**src/hdl/dctcp_pkg.sv**
```systemverilog
// Shared types and constants of the DCTCP ACK rate controller.
`timescale 1ns / 1ps

package dctcp_pkg;

  localparam int unsigned SeqW   = 32;
  localparam int unsigned RateW  = 20;
  localparam int unsigned AlphaW = 17;
  localparam int unsigned MtuW   = 16;
  localparam int unsigned StepW  = 6;
  localparam int unsigned MulAW  = 20;
  localparam int unsigned MulBW  = 18;
  localparam int unsigned ProdW  = MulAW + MulBW;

  localparam logic [AlphaW-1:0] AlphaOne    = 17'd65536;
  localparam logic [MulBW-1:0]  AlphaTwo    = 18'd131072;
  localparam logic [StepW-1:0]  StepsFrac   = 6'd16;
  localparam logic [StepW-1:0]  StepsBatch  = 6'd32;

  localparam logic [AlphaW-1:0] GainReset   = 17'd4096;
  localparam logic [RateW-1:0]  IncReset    = 20'd1000;
  localparam logic [RateW-1:0]  MinReset    = 20'd100;
  localparam logic [RateW-1:0]  MaxReset    = 20'd100000;
  localparam logic [MtuW-1:0]   MtuReset    = 16'd1000;

  typedef enum logic [2:0] {
    REG_EWMA_GAIN     = 3'd0,
    REG_RATE_INCREASE = 3'd1,
    REG_MIN_RATE      = 3'd2,
    REG_MAX_RATE      = 3'd3,
    REG_MTU_BYTES     = 3'd4
  } reg_idx_e;

  typedef struct packed {
    logic             start;
    logic [SeqW-1:0]  rem_init;
    logic [SeqW-1:0]  num;
    logic [SeqW-1:0]  den;
    logic [StepW-1:0] steps;
  } div_req_t;

endpackage

```
**src/hdl/dctcp_div.sv**
```systemverilog
// Shift-subtract divider, one quotient bit per cycle.
`timescale 1ns / 1ps

module dctcp_div (
  input  logic                   clk_i,
  input  logic                   rst_ni,
  input  dctcp_pkg::div_req_t    req_i,
  output logic                   done_o,
  output logic [31:0]            quo_o
);
  import dctcp_pkg::*;

  logic              busy_q, busy_d;
  logic              done_q, done_d;
  logic [StepW-1:0]  cnt_q, cnt_d;
  logic [SeqW-1:0]   rem_q, rem_d;
  logic [SeqW-1:0]   num_q, num_d;
  logic [SeqW-1:0]   den_q, den_d;
  logic [SeqW-1:0]   quo_q, quo_d;
  logic [SeqW:0]     trial;
  logic              fits;

  assign trial = {rem_q, num_q[SeqW-1]} - {1'b0, den_q};
  assign fits  = ~trial[SeqW];

  always_comb begin
    busy_d = busy_q;
    done_d = 1'b0;
    cnt_d  = cnt_q;
    rem_d  = rem_q;
    num_d  = num_q;
    den_d  = den_q;
    quo_d  = quo_q;
    if (req_i.start) begin
      busy_d = 1'b1;
      cnt_d  = req_i.steps;
      rem_d  = req_i.rem_init;
      num_d  = req_i.num;
      den_d  = req_i.den;
      quo_d  = '0;
    end else if (busy_q) begin
      rem_d = fits ? trial[SeqW-1:0] : {rem_q[SeqW-2:0], num_q[SeqW-1]};
      num_d = {num_q[SeqW-2:0], 1'b0};
      quo_d = {quo_q[SeqW-2:0], fits};
      cnt_d = cnt_q - 1'b1;
      if (cnt_q == StepW'(1)) begin
        busy_d = 1'b0;
        done_d = 1'b1;
      end
    end
  end

  always_ff @(posedge clk_i or negedge rst_ni) begin
    if (!rst_ni) begin
      busy_q <= 1'b0;
      done_q <= 1'b0;
      cnt_q  <= '0;
    end else begin
      busy_q <= busy_d;
      done_q <= done_d;
      cnt_q  <= cnt_d;
    end
  end

  always_ff @(posedge clk_i) begin
    rem_q <= rem_d;
    num_q <= num_d;
    den_q <= den_d;
    quo_q <= quo_d;
  end

  assign done_o = done_q;
  assign quo_o  = quo_q;

endmodule

```
**src/hdl/dctcp_mul.sv**
```systemverilog
// Registered multiplier shared by the alpha update and the rate cut.
`timescale 1ns / 1ps

module dctcp_mul (
  input  logic                          clk_i,
  input  logic [dctcp_pkg::MulAW-1:0]   a_i,
  input  logic [dctcp_pkg::MulBW-1:0]   b_i,
  output logic [dctcp_pkg::ProdW-1:0]   prod_o
);
  import dctcp_pkg::*;

  logic [ProdW-1:0] prod_q, prod_d;

  assign prod_d = ProdW'(a_i) * ProdW'(b_i);

  always_ff @(posedge clk_i) begin
    prod_q <= prod_d;
  end

  assign prod_o = prod_q;

endmodule

```
**src/hdl/dctcp_ack_rate_control.sv**
```systemverilog
// Top level of the DCTCP ACK rate controller: sequencer, state and register port.
// Each ACK runs PREP, WIN, CUT when a cut applies, and FIN; the first batch to close adds
// the batch divide (BATCH) before WIN, and a later closing batch adds the fraction divide
// (FRAC), the alpha update (MUL1 to MUL3) and BATCH. FIN holds while the output stalls.
// One ACK at a time: the next is taken the cycle after its result loads in FIN.
// Reset: asynchronous, active low; registers and state return to their defaults.
`timescale 1ns / 1ps

module dctcp_ack_rate_control (
  input  logic        clk_i,
  input  logic        rst_ni,
  input  logic        psel,
  input  logic        penable,
  input  logic        pwrite,
  input  logic [4:0]  paddr,
  input  logic [31:0] pwdata,
  output logic [31:0] prdata,
  output logic        pready,
  input  logic        in_valid_i,
  output logic        in_stall_o,
  input  logic [31:0] ack_sequence_i,
  input  logic        congestion_mark_i,
  input  logic [31:0] send_next_i,
  output logic        out_valid_o,
  input  logic        out_stall_i,
  output logic [19:0] current_rate_o,
  output logic [16:0] alpha_now_o,
  output logic        in_reduction_o,
  output logic        batch_closed_o
);
  import dctcp_pkg::*;

  typedef enum logic [9:0] {
    S_IDLE  = 10'b0000000001,
    S_PREP  = 10'b0000000010,
    S_FRAC  = 10'b0000000100,
    S_MUL1  = 10'b0000001000,
    S_MUL2  = 10'b0000010000,
    S_MUL3  = 10'b0000100000,
    S_BATCH = 10'b0001000000,
    S_WIN   = 10'b0010000000,
    S_CUT   = 10'b0100000000,
    S_FIN   = 10'b1000000000
  } state_e;

  state_e            state_q, state_d;

  logic [AlphaW-1:0] gain_q;
  logic [RateW-1:0]  inc_q, min_q, max_q;
  logic [MtuW-1:0]   mtu_q;

  logic [RateW-1:0]  rate_q, rate_d;
  logic [AlphaW-1:0] alpha_q, alpha_d;
  logic [SeqW-1:0]   mc_q, mc_d;
  logic [SeqW-1:0]   upd_q, upd_d;
  logic [SeqW-1:0]   bp_q, bp_d;
  logic              rw_q, rw_d;
  logic [SeqW-1:0]   whs_q, whs_d;

  logic [SeqW-1:0]   ack_q, ack_d;
  logic [SeqW-1:0]   snd_q, snd_d;
  logic              mark_q, mark_d;
  logic              closed_q, closed_d;
  logic              first_q, first_d;
  logic              sat_q, sat_d;
  logic [AlphaW-1:0] frac_q, frac_d;
  logic [32:0]       acc_q, acc_d;

  logic              ov_q, ov_d;
  logic [RateW-1:0]  o_rate_q, o_rate_d;
  logic [AlphaW-1:0] o_alpha_q, o_alpha_d;
  logic              o_red_q, o_red_d;
  logic              o_closed_q, o_closed_d;

  div_req_t          div_req;
  logic              div_done;
  logic [SeqW-1:0]   div_quo;
  logic [MulAW-1:0]  mul_a;
  logic [MulBW-1:0]  mul_b;
  logic [ProdW-1:0]  mul_prod;

  logic              wr_en;
  logic [2:0]        reg_idx;
  logic              accept;
  logic [AlphaW-1:0] gain_eff;
  logic [SeqW-1:0]   mtu_eff;
  logic [SeqW-1:0]   bp_eff;
  logic [32:0]       alpha_sum;
  logic              rw_eff;
  logic [RateW:0]    rate_sum;
  logic [RateW-1:0]  cut;

  // Register port
  assign pready  = 1'b1;
  assign wr_en   = psel & penable & pwrite & pready;
  assign reg_idx = paddr[4:2];

  always_comb begin
    case (reg_idx)
      REG_EWMA_GAIN:     prdata = 32'(gain_q);
      REG_RATE_INCREASE: prdata = 32'(inc_q);
      REG_MIN_RATE:      prdata = 32'(min_q);
      REG_MAX_RATE:      prdata = 32'(max_q);
      REG_MTU_BYTES:     prdata = 32'(mtu_q);
      default:           prdata = '0;
    endcase
  end

  always_ff @(posedge clk_i or negedge rst_ni) begin
    if (!rst_ni) begin
      gain_q <= GainReset;
      inc_q  <= IncReset;
      min_q  <= MinReset;
      max_q  <= MaxReset;
      mtu_q  <= MtuReset;
    end else if (wr_en) begin
      case (reg_idx)
        REG_EWMA_GAIN:     gain_q <= pwdata[AlphaW-1:0];
        REG_RATE_INCREASE: inc_q  <= pwdata[RateW-1:0];
        REG_MIN_RATE:      min_q  <= pwdata[RateW-1:0];
        REG_MAX_RATE:      max_q  <= pwdata[RateW-1:0];
        REG_MTU_BYTES:     mtu_q  <= pwdata[MtuW-1:0];
        default: ;
      endcase
    end
  end

  // Shared units
  dctcp_div u_div (
    .clk_i  (clk_i),
    .rst_ni (rst_ni),
    .req_i  (div_req),
    .done_o (div_done),
    .quo_o  (div_quo)
  );

  dctcp_mul u_mul (
    .clk_i  (clk_i),
    .a_i    (mul_a),
    .b_i    (mul_b),
    .prod_o (mul_prod)
  );

  assign in_stall_o = (state_q != S_IDLE);
  assign accept     = in_valid_i & ~in_stall_o;

  assign gain_eff  = (gain_q > AlphaOne) ? AlphaOne : gain_q;
  assign mtu_eff   = (mtu_q == '0) ? 32'd1 : 32'(mtu_q);
  assign bp_eff    = (bp_q == '0) ? 32'd1 : bp_q;
  assign alpha_sum = acc_q + mul_prod[32:0];
  assign rw_eff    = rw_q & ~(ack_q > whs_q);
  assign rate_sum  = {1'b0, rate_q} + {1'b0, inc_q};
  assign cut       = mul_prod[RateW+16:17];

  always_comb begin
    mul_a = '0;
    mul_b = '0;
    case (state_q)
      S_MUL1: begin
        mul_a = MulAW'(AlphaOne - gain_eff);
        mul_b = MulBW'(alpha_q);
      end
      S_MUL2: begin
        mul_a = MulAW'(gain_eff);
        mul_b = MulBW'(frac_q);
      end
      S_WIN: begin
        mul_a = rate_q;
        mul_b = AlphaTwo - MulBW'(alpha_q);
      end
      default: ;
    endcase
  end

  always_comb begin
    state_d    = state_q;
    rate_d     = rate_q;
    alpha_d    = alpha_q;
    mc_d       = mc_q;
    upd_d      = upd_q;
    bp_d       = bp_q;
    rw_d       = rw_q;
    whs_d      = whs_q;
    ack_d      = ack_q;
    snd_d      = snd_q;
    mark_d     = mark_q;
    closed_d   = closed_q;
    first_d    = first_q;
    sat_d      = sat_q;
    frac_d     = frac_q;
    acc_d      = acc_q;
    ov_d       = ov_q & out_stall_i;
    o_rate_d   = o_rate_q;
    o_alpha_d  = o_alpha_q;
    o_red_d    = o_red_q;
    o_closed_d = o_closed_q;
    div_req    = '0;

    case (state_q)
      S_IDLE: begin
        if (accept) begin
          ack_d    = ack_sequence_i;
          snd_d    = send_next_i;
          mark_d   = congestion_mark_i;
          closed_d = ack_sequence_i > upd_q;
          first_d  = (upd_q == '0);
          if (congestion_mark_i && (mc_q != '1)) begin
            mc_d = mc_q + 1'b1;
          end
          state_d = S_PREP;
        end
      end
      S_PREP: begin
        if (!closed_q) begin
          state_d = S_WIN;
        end else if (first_q) begin
          div_req = '{start: 1'b1, rem_init: '0, num: snd_q, den: mtu_eff,
                      steps: StepsBatch};
          state_d = S_BATCH;
        end else begin
          sat_d   = (mc_q >= bp_eff);
          div_req = '{start: 1'b1, rem_init: (mc_q >= bp_eff) ? '0 : mc_q,
                      num: '0, den: bp_eff, steps: StepsFrac};
          state_d = S_FRAC;
        end
      end
      S_FRAC: begin
        if (div_done) begin
          frac_d  = sat_q ? AlphaOne : {1'b0, div_quo[15:0]};
          state_d = S_MUL1;
        end
      end
      S_MUL1: begin
        state_d = S_MUL2;
      end
      S_MUL2: begin
        acc_d   = mul_prod[32:0];
        state_d = S_MUL3;
      end
      S_MUL3: begin
        alpha_d = alpha_sum[32:16];
        mc_d    = '0;
        div_req = '{start: 1'b1, rem_init: '0, num: snd_q - ack_q, den: mtu_eff,
                    steps: StepsBatch};
        state_d = S_BATCH;
      end
      S_BATCH: begin
        if (div_done) begin
          upd_d   = snd_q;
          bp_d    = (div_quo == '1) ? div_quo : div_quo + 1'b1;
          state_d = S_WIN;
        end
      end
      S_WIN: begin
        rw_d = rw_eff;
        if (mark_q && !rw_eff) begin
          state_d = S_CUT;
        end else begin
          if (!rw_eff && closed_q) begin
            rate_d = (rate_sum > {1'b0, max_q}) ? max_q : rate_sum[RateW-1:0];
          end
          state_d = S_FIN;
        end
      end
      S_CUT: begin
        rate_d  = (cut < min_q) ? min_q : cut;
        rw_d    = 1'b1;
        whs_d   = snd_q;
        state_d = S_FIN;
      end
      S_FIN: begin
        if (!ov_q || !out_stall_i) begin
          ov_d       = 1'b1;
          o_rate_d   = rate_q;
          o_alpha_d  = alpha_q;
          o_red_d    = rw_q;
          o_closed_d = closed_q;
          state_d    = S_IDLE;
        end
      end
      default: begin
        state_d = S_IDLE;
      end
    endcase
  end

  always_ff @(posedge clk_i or negedge rst_ni) begin
    if (!rst_ni) begin
      state_q <= S_IDLE;
      rate_q  <= MaxReset;
      alpha_q <= AlphaOne;
      mc_q    <= '0;
      upd_q   <= '0;
      bp_q    <= 32'd1;
      rw_q    <= 1'b0;
      whs_q   <= '0;
      ov_q    <= 1'b0;
    end else begin
      state_q <= state_d;
      rate_q  <= rate_d;
      alpha_q <= alpha_d;
      mc_q    <= mc_d;
      upd_q   <= upd_d;
      bp_q    <= bp_d;
      rw_q    <= rw_d;
      whs_q   <= whs_d;
      ov_q    <= ov_d;
    end
  end

  always_ff @(posedge clk_i) begin
    ack_q      <= ack_d;
    snd_q      <= snd_d;
    mark_q     <= mark_d;
    closed_q   <= closed_d;
    first_q    <= first_d;
    sat_q      <= sat_d;
    frac_q     <= frac_d;
    acc_q      <= acc_d;
    o_rate_q   <= o_rate_d;
    o_alpha_q  <= o_alpha_d;
    o_red_q    <= o_red_d;
    o_closed_q <= o_closed_d;
  end

  assign out_valid_o    = ov_q;
  assign current_rate_o = o_rate_q;
  assign alpha_now_o    = o_alpha_q;
  assign in_reduction_o = o_red_q;
  assign batch_closed_o = o_closed_q;

  a_div_done_state: assert property (@(posedge clk_i) disable iff (!rst_ni)
    div_done |-> (state_q == S_FRAC || state_q == S_BATCH))
    else $error("divider finished outside a divide step");

  a_alpha_bound: assert property (@(posedge clk_i) disable iff (!rst_ni)
    alpha_q <= AlphaOne)
    else $error("alpha above one");

  a_window_opens_on_mark: assert property (@(posedge clk_i) disable iff (!rst_ni)
    $rose(rw_q) |-> $past(mark_q) && $past(state_q == S_CUT))
    else $error("reduction window opened without a marked request");

  a_accept_prep: assert property (@(posedge clk_i) disable iff (!rst_ni)
    accept |=> state_q == S_PREP)
    else $error("accepted request did not start the sequencer");

endmodule

```
**config.mk**
```make
export PLATFORM = sky130hd
export DESIGN_NAME = dctcp_ack_rate_control
export DESIGN_NICKNAME = d
export VERILOG_FILES = /design/src/hdl/dctcp_pkg.sv /design/src/hdl/dctcp_div.sv /design/src/hdl/dctcp_mul.sv /design/src/hdl/dctcp_ack_rate_control.sv
export SDC_FILE = /design/constraint.sdc
export NUM_CORES = 2
export LEC_CHECK = 0
export BUFFER_PORTS_ARGS = -buffer_cell sky130_fd_sc_hd__buf_4
export CAP_MARGIN = 40
export CORE_MARGIN = 2
export CORE_UTILIZATION = 59
export CTS_BUF_LIST = sky130_fd_sc_hd__clkbuf_4
export DETAILED_ROUTE_END_ITERATION = 6
export PLACE_DENSITY_LB_ADDON = 0.2
export SYNTH_ARGS = -nofsm -noshare
export SYNTH_HDL_FRONTEND = slang
export SYNTH_SLANG_ARGS = --single-unit
export TNS_END_PERCENT = 30
```
**constraint.sdc**
```tcl
create_clock -name clk_i -period 8.9 [get_ports clk_i]
set_input_delay 0.89 -clock clk_i [delete_from_list [all_inputs] [get_ports clk_i]]
set_output_delay 0.89 -clock clk_i [all_outputs]
set_load 0.005 [all_outputs]
```
; After elaboration in Yosys (flattened, before gate mapping)
; Index checks and enable logic that the tools add are counted.
[totals]
in_bits = 109
ff_bits = 600
word_cells = 156
[op_classes]
reduce_logical = 27
n_addsub = 9
bitwise = 9
n_eq_ne = 25
magnitude_cmp = 6
multipliers = 1
muxes = 44
[ops]
columns = cell, count
row1 = 32-bit two-way mux, 10
row2 = 103-bit one-hot mux with 2 select lines, 1
row3 = 103-bit two-way mux, 1
row4 = 102-bit two-way mux, 1
row5 = 10-bit one-hot mux with 10 select lines, 1
row6 = 20-bit one-hot mux with 5 select lines, 1
row7 = 20-bit two-way mux, 4
row8 = "32-bit by 1-bit adder with 32-bit output, second input constant", 2
row9 = 32-bit greater-than comparator, 2
row10 = 32-bit zero test, 2
row11 = 32-bit one-hot mux with 2 select lines, 1
row12 = 20-bit one-hot mux with 3 select lines, 1
row13 = 18-bit one-hot mux with 3 select lines, 1
row14 = 10-bit two-way mux, 5
row15 = 20-bit one-hot mux with 2 select lines, 1
row16 = 20-bit by 18-bit multiplier with 37-bit output, 1
row17 = 17-bit two-way mux, 2
row18 = 33-bit adder, 1
row19 = 33-bit by 32-bit subtractor with 33-bit output, 1
row20 = "32-bit equality test, second input constant", 1
row21 = 32-bit >= comparator, 1
row22 = "32-bit inequality test, second input constant", 1
row23 = 32-bit subtractor, 1
row24 = 20-bit by 20-bit adder with 21-bit output, 1
row25 = 40 further kinds, 77

; Depth between registers and ports, before layout
[logic_depth]
ltp_word = 8
depth_mapped = 37
mapped_depth_nobuf = 35

; Modules after synthesis
; From an unflattened synthesis, not the netlist that was laid out.
[unflattened]
hier_cells = 4798
hier_area_um2 = 46412.0
[by_module_without_submodules]
columns = module, area_each_um2, cells_each, n_inst
row1 = dctcp_ack_rate_control, 26405.3, 2700, 1
row2 = dctcp_mul, 12495.7, 1417, 1
row3 = dctcp_div, 7511.0, 681, 1

; Worst setup path after synthesis
; OpenSTA, ideal clock, no wires.
[synth_path]
path_kind = reg2reg
from = reg state_q[1]
to = reg u_mul.prod_q[33] (netlist: u_mul.prod_o[33])
arrival_time_ns = 8.931
setup_time_ns = 0.072
stages_incl_launch_ff = 35
path_slack_ns = -0.103
path_cell_list = dfrtp_1 clkbuf_1 nor2_1 nand2_1 nor3_1 nand4b_1 inv_2 buf_1 a32o_1 a22oi_1 nor2_1 fa_1 inv_1 fa_1 inv_1 fa_1 inv_1 fa_1 inv_1 fa_1 inv_1 fa_1 inv_1 ha_1 a21o_1 a21oi_1 o21ai_0 nor4_1 a21oi_1 a221o_1 a41o_1 a21o_1 a311o_1 a21oi_1 xnor2_1
[synth_via]
elab_chain_len = 3
word_cells_on_any_way = 6
[synth_lines]
columns = item, line
row1 = "start, declared", dctcp_ack_rate_control.sv:46  ; state_e state_q, state_d;
row2 = "start signal, assigned", dctcp_ack_rate_control.sv:299  ; state_q <= state_d;
row3 = 10-bit by 8-bit equality test with 1-bit output (tied with other cells), dctcp_ack_rate_control.sv:158  ; case (state_q)
row4 = 20-bit one-hot mux with 3 select lines or 18-bit one-hot mux with 3 select lines (tied branches), dctcp_ack_rate_control.sv:158
row5 = 20-bit by 18-bit multiplier with 37-bit output (*), dctcp_mul.sv:14  ; assign prod_d = ProdW'(a_i) * ProdW'(b_i);
row6 = named net u_mul.prod_d[33], dctcp_mul.sv:12  ; logic [ProdW-1:0] prod_q, prod_d;
row7 = "end signal, assigned", dctcp_mul.sv:17  ; prod_q <= prod_d;
row8 = "end, declared", dctcp_mul.sv:12
; Mark *: on every way through the listed nets, which the timed path passes. The rest lies on a longest branch.
; A chain may end at the register's enable or synchronous reset.

; Final worst setup path
[layout_path]
from = reg alpha_q[1]
to = reg u_mul.prod_q[33] (netlist: u_mul.prod_o[33])
[layout_via]
elab_chain_len = 3
[layout_lines]
columns = item, line
row1 = "start, declared", dctcp_ack_rate_control.sv:53  ; logic [AlphaW-1:0] alpha_q, alpha_d;
row2 = "start signal, assigned", dctcp_ack_rate_control.sv:291  ; alpha_q <= AlphaOne;
row3 = "start signal, assigned", dctcp_ack_rate_control.sv:301  ; alpha_q <= alpha_d;
row4 = 18-bit by 17-bit subtractor with 18-bit output, dctcp_ack_rate_control.sv:169  ; mul_b = AlphaTwo - MulBW'(alpha_q);
row5 = 18-bit one-hot mux with 3 select lines (*), dctcp_ack_rate_control.sv:158
row6 = 20-bit by 18-bit multiplier with 37-bit output (*), dctcp_mul.sv:14
row7 = named net u_mul.prod_d[33], dctcp_mul.sv:12
; Marked as above.

==> flow_metrics.env <==
export IMPL_status="completed"
export IMPL_crit_arrival_ns=9.56
export IMPL_antenna_found_initial=2
export IMPL_fin_nets=5696
export IMPL_synthTopCellsByArea="edfxtp_1 (17%), dfrtp_1 (14%), fa_1 (13%)"
export IMPL_drc=0
export IMPL_synth_seq_cells=600
export IMPL_synth_ff_type="edfxtp_1"
export IMPL_hold_class="in -> reg"
export IMPL_area_delta_synth_final_pct=13.2
export IMPL_grt_total_usage_pct=31.5
export IMPL_hold_violations=0
export IMPL_synth_top_area_share_pct=17.0
export IMPL_start_util_pct=59.3
export IMPL_ys_seq_area_share_pct=35.7
export IMPL_placed_cells=5687
export IMPL_yosysUniqueCellTypes=86
export IMPL_die_h_um=280
export IMPL_finalWirelength_um=121000
export IMPL_syn_cell_area_sq_mm=0.0448
export IMPL_worst_pin_slew_ns=0.992
export IMPL_core_sq_mm=0.0756
export IMPL_overflow=0
export IMPL_drive_gt1_share_pct=16.2
export IMPL_synth_edf_count=253
export IMPL_num_fill_cells=6084
export IMPL_yosys_area_top_type="edfxtp_1"
export IMPL_final_setup_viol_count=0
export IMPL_vdd_ir_drop_max_mv=0.190
export IMPL_synth_async_sr_flop_share_pct=46.3
export IMPL_yosys_warnings=0
export IMPL_firstDrtPassIters=6
export IMPL_hpwlAfterDp_um=91700
export IMPL_layout_setup_ws_ns=0.229
export IMPL_clock_latency_ns=1.04
export IMPL_cts_tree="built"
export IMPL_cp_slowest_stage_delay_ns=0.57
export IMPL_leakage_nw=23.5
export IMPL_h_tree_depth=4
export IMPL_fin_setup_tns_ns=0
export IMPL_critPathBufInv=6
export IMPL_path_class="reg -> reg"
export IMPL_p_per_area_mw_per_mm2=211
export IMPL_finalPower_w=0.0107
export IMPL_cap_violations=0
export IMPL_grt_pass1_wl_um=193000
export IMPL_ant_nets=0
export IMPL_drv_slew=0
export IMPL_finalCritPeriodShare_pct=97.4
export IMPL_path_max_fanout=7
export IMPL_slew_headroom_pct=33.9
export IMPL_synth_common_cells="inv_1 (617), nor2_1 (427), nand2_1 (396)"
export IMPL_setup_worst_path_start_class="flip-flop"
export IMPL_gp_congestion=0.953
export IMPL_cpMaxStageDelayCell="fa_1"
export IMPL_critical_path_most_common_cell="fa_1"
export IMPL_yosys_area_share_xor_xnor_pct=3.38
export IMPL_finalCoreUtilization_pct=67.1
export IMPL_syn_mean_instance_area_sq_um=9.73
export IMPL_viasPerCell=5.89
export IMPL_yosysMostFrequentCell="inv_1"
export IMPL_crit_family="adder cells"
export IMPL_synth_top_family_by_area="adder cells"
export IMPL_row_count=101
export IMPL_die_x_um=280
export IMPL_synthCells=4604
export IMPL_via_count=35600
export IMPL_synth_compound_area_share_pct=13.1
export IMPL_ios=183
export IMPL_fin_worst_skew_ns=0.0737
export IMPL_dp_slack_ns=0.00823
export IMPL_max_freq_mhz=115
export IMPL_crit_path_end_kind="flip-flop"
export IMPL_clk_root_buffer_cell="clkbuf_4"
export IMPL_detail_route_wl_per_cell_um=20.1
export IMPL_synth_simple_area_share_pct=12.9
export IMPL_synth_adder_area_share_pct=23.1
export IMPL_grt_pass1_vias=35300
export IMPL_cts_buffers=160
export IMPL_cts_num_sinks=600
export IMPL_fin_crit_ns=8.67
export IMPL_clockBufferDepth=3
export IMPL_muxShareOfSynthArea_pct=4.82
export IMPL_clkTransAtPathRegs_ns=0.07
export IMPL_io_buffers=155
export IMPL_dr_first_iter_drc_count=3214
export IMPL_dieArea_sq_mm=0.0781
export IMPL_critical_path_required_ns=9.79
export IMPL_grt_max_degree=162
export IMPL_layoutNonFillerInstCount=6050
[flip-flops by register name (all words and copies together) (netlist names), 32 cells and up]
register and count:
u_mul.prod_o 37, u_div.quo_o 32, bp_q 32, u_div.num_q 32
upd_q 32, ack_q 32, snd_q 32, mc_q 32
u_div.rem_q 32, u_div.den_q 32, acc_q 33, whs_q 32
[final timing paths]
check	from	to	slack, ns	depth (start not counted)
max	alpha_q[1]$_DFFE_PN0N_	u_mul.prod_o[33]$_DFF_P_	0.23	30
min	ack_sequence_i[21]	ack_q[21]$_DFFE_PP_	0.06	1
max reg2reg	alpha_q[1]$_DFFE_PN0N_	u_mul.prod_o[33]$_DFF_P_	0.23	30
min reg2reg	u_mul.prod_o[15]$_DFF_P_	acc_q[15]$_DFFE_PP_	0.41	0
max in group asynchronous	rst_ni	alpha_q[7]$_DFFE_PN0N_	7.10	3
min in group asynchronous	rst_ni	whs_q[12]$_DFFE_PN0P_	0.40	2
[layout make-up]
| type | instances | area (sq um) | area share (%) |
|---|---|---|---|
| clock buffers | 256 | 1920 | 3.79 |
| well taps | 978 | 1220 | 2.41 |
| flip-flops and latches | 600 | 16000 | 31.5 |
| repair buffers | 353 | 2890 | 5.70 |
| clock inverters | 43 | 263 | 0.518 |
| multi-input cells | 3200 | 26100 | 51.5 |
| inverters | 619 | 2330 | 4.59 |
| diodes | 1 | 2.50 | 0.00493 |
[routing by layer]
layer	global-route usage (%)	vias up	part of all wire (%)
met3	6.88	251	8.7
met1	43.7	17500	43
met4	10.7	0	3.0
li1	-	16500	-
met2	49.2	1451	45
met5	0	-	0
[through the flow]
| step | cell area [sq um] | hold slack, ns |
|---|---|---|
| floorplan | 44800 | 0.409 |
| global placement | 47500 | 0.417 |
| detailed placement | 47700 | 0.422 |
| CTS | 50400 | 0.000507 |
| global route | 50700 | 0.0240 |
| finish | 50700 | 0.0619 |
[placed cells by master, fill, tap and decap left out, types with 51 or more instances in the layout]
master / instances
mux2i_1: 75
nand3_1: 58
a22oi_1: 85
a21o_1: 91
xnor2_1: 82
dfrtp_1: 246
xor2_1: 88
a21oi_1: 151
nor2b_1: 56
nor2_1: 424
inv_1: 614
o21ai_0: 270
nand2b_1: 60
edfxtp_1: 253
buf_4: 286
ha_1: 355
nand4_1: 56
fa_1: 289
dfxtp_1: 69
dlygate4sd3_1: 51
clkbuf_4: 256
nand2_1: 394
nor3_1: 61
mux2_2: 123
[cell families after synthesis]
logic type / after synthesis
xor gates and xnor gates: 172
buffers and inverters: 815
other: 2
and+or+nand+nor: 1260
AOI/OAI and AO/OA: 903
DFF: 600
muxes: 199
adders and majority gates: 653
[what timing repair did]
item                       in CTS  in global routing
hold endpoints to repair      108                  0
pin swaps                       1                 38
gates resized for setup         1                 65
setup buffers                   1                 11
setup endpoints to repair       4                 10
hold buffers                   51                  0
[power by group]
part / total, W / switching (W) / internal (W)
Combinational: 0.00398 / 0.00221 / 0.00176
Clock: 0.00257 / 0.00125 / 0.00133
Sequential: 0.00417 / 0.000565 / 0.00360
No activity file was read; power rests on OpenSTA's default activity.
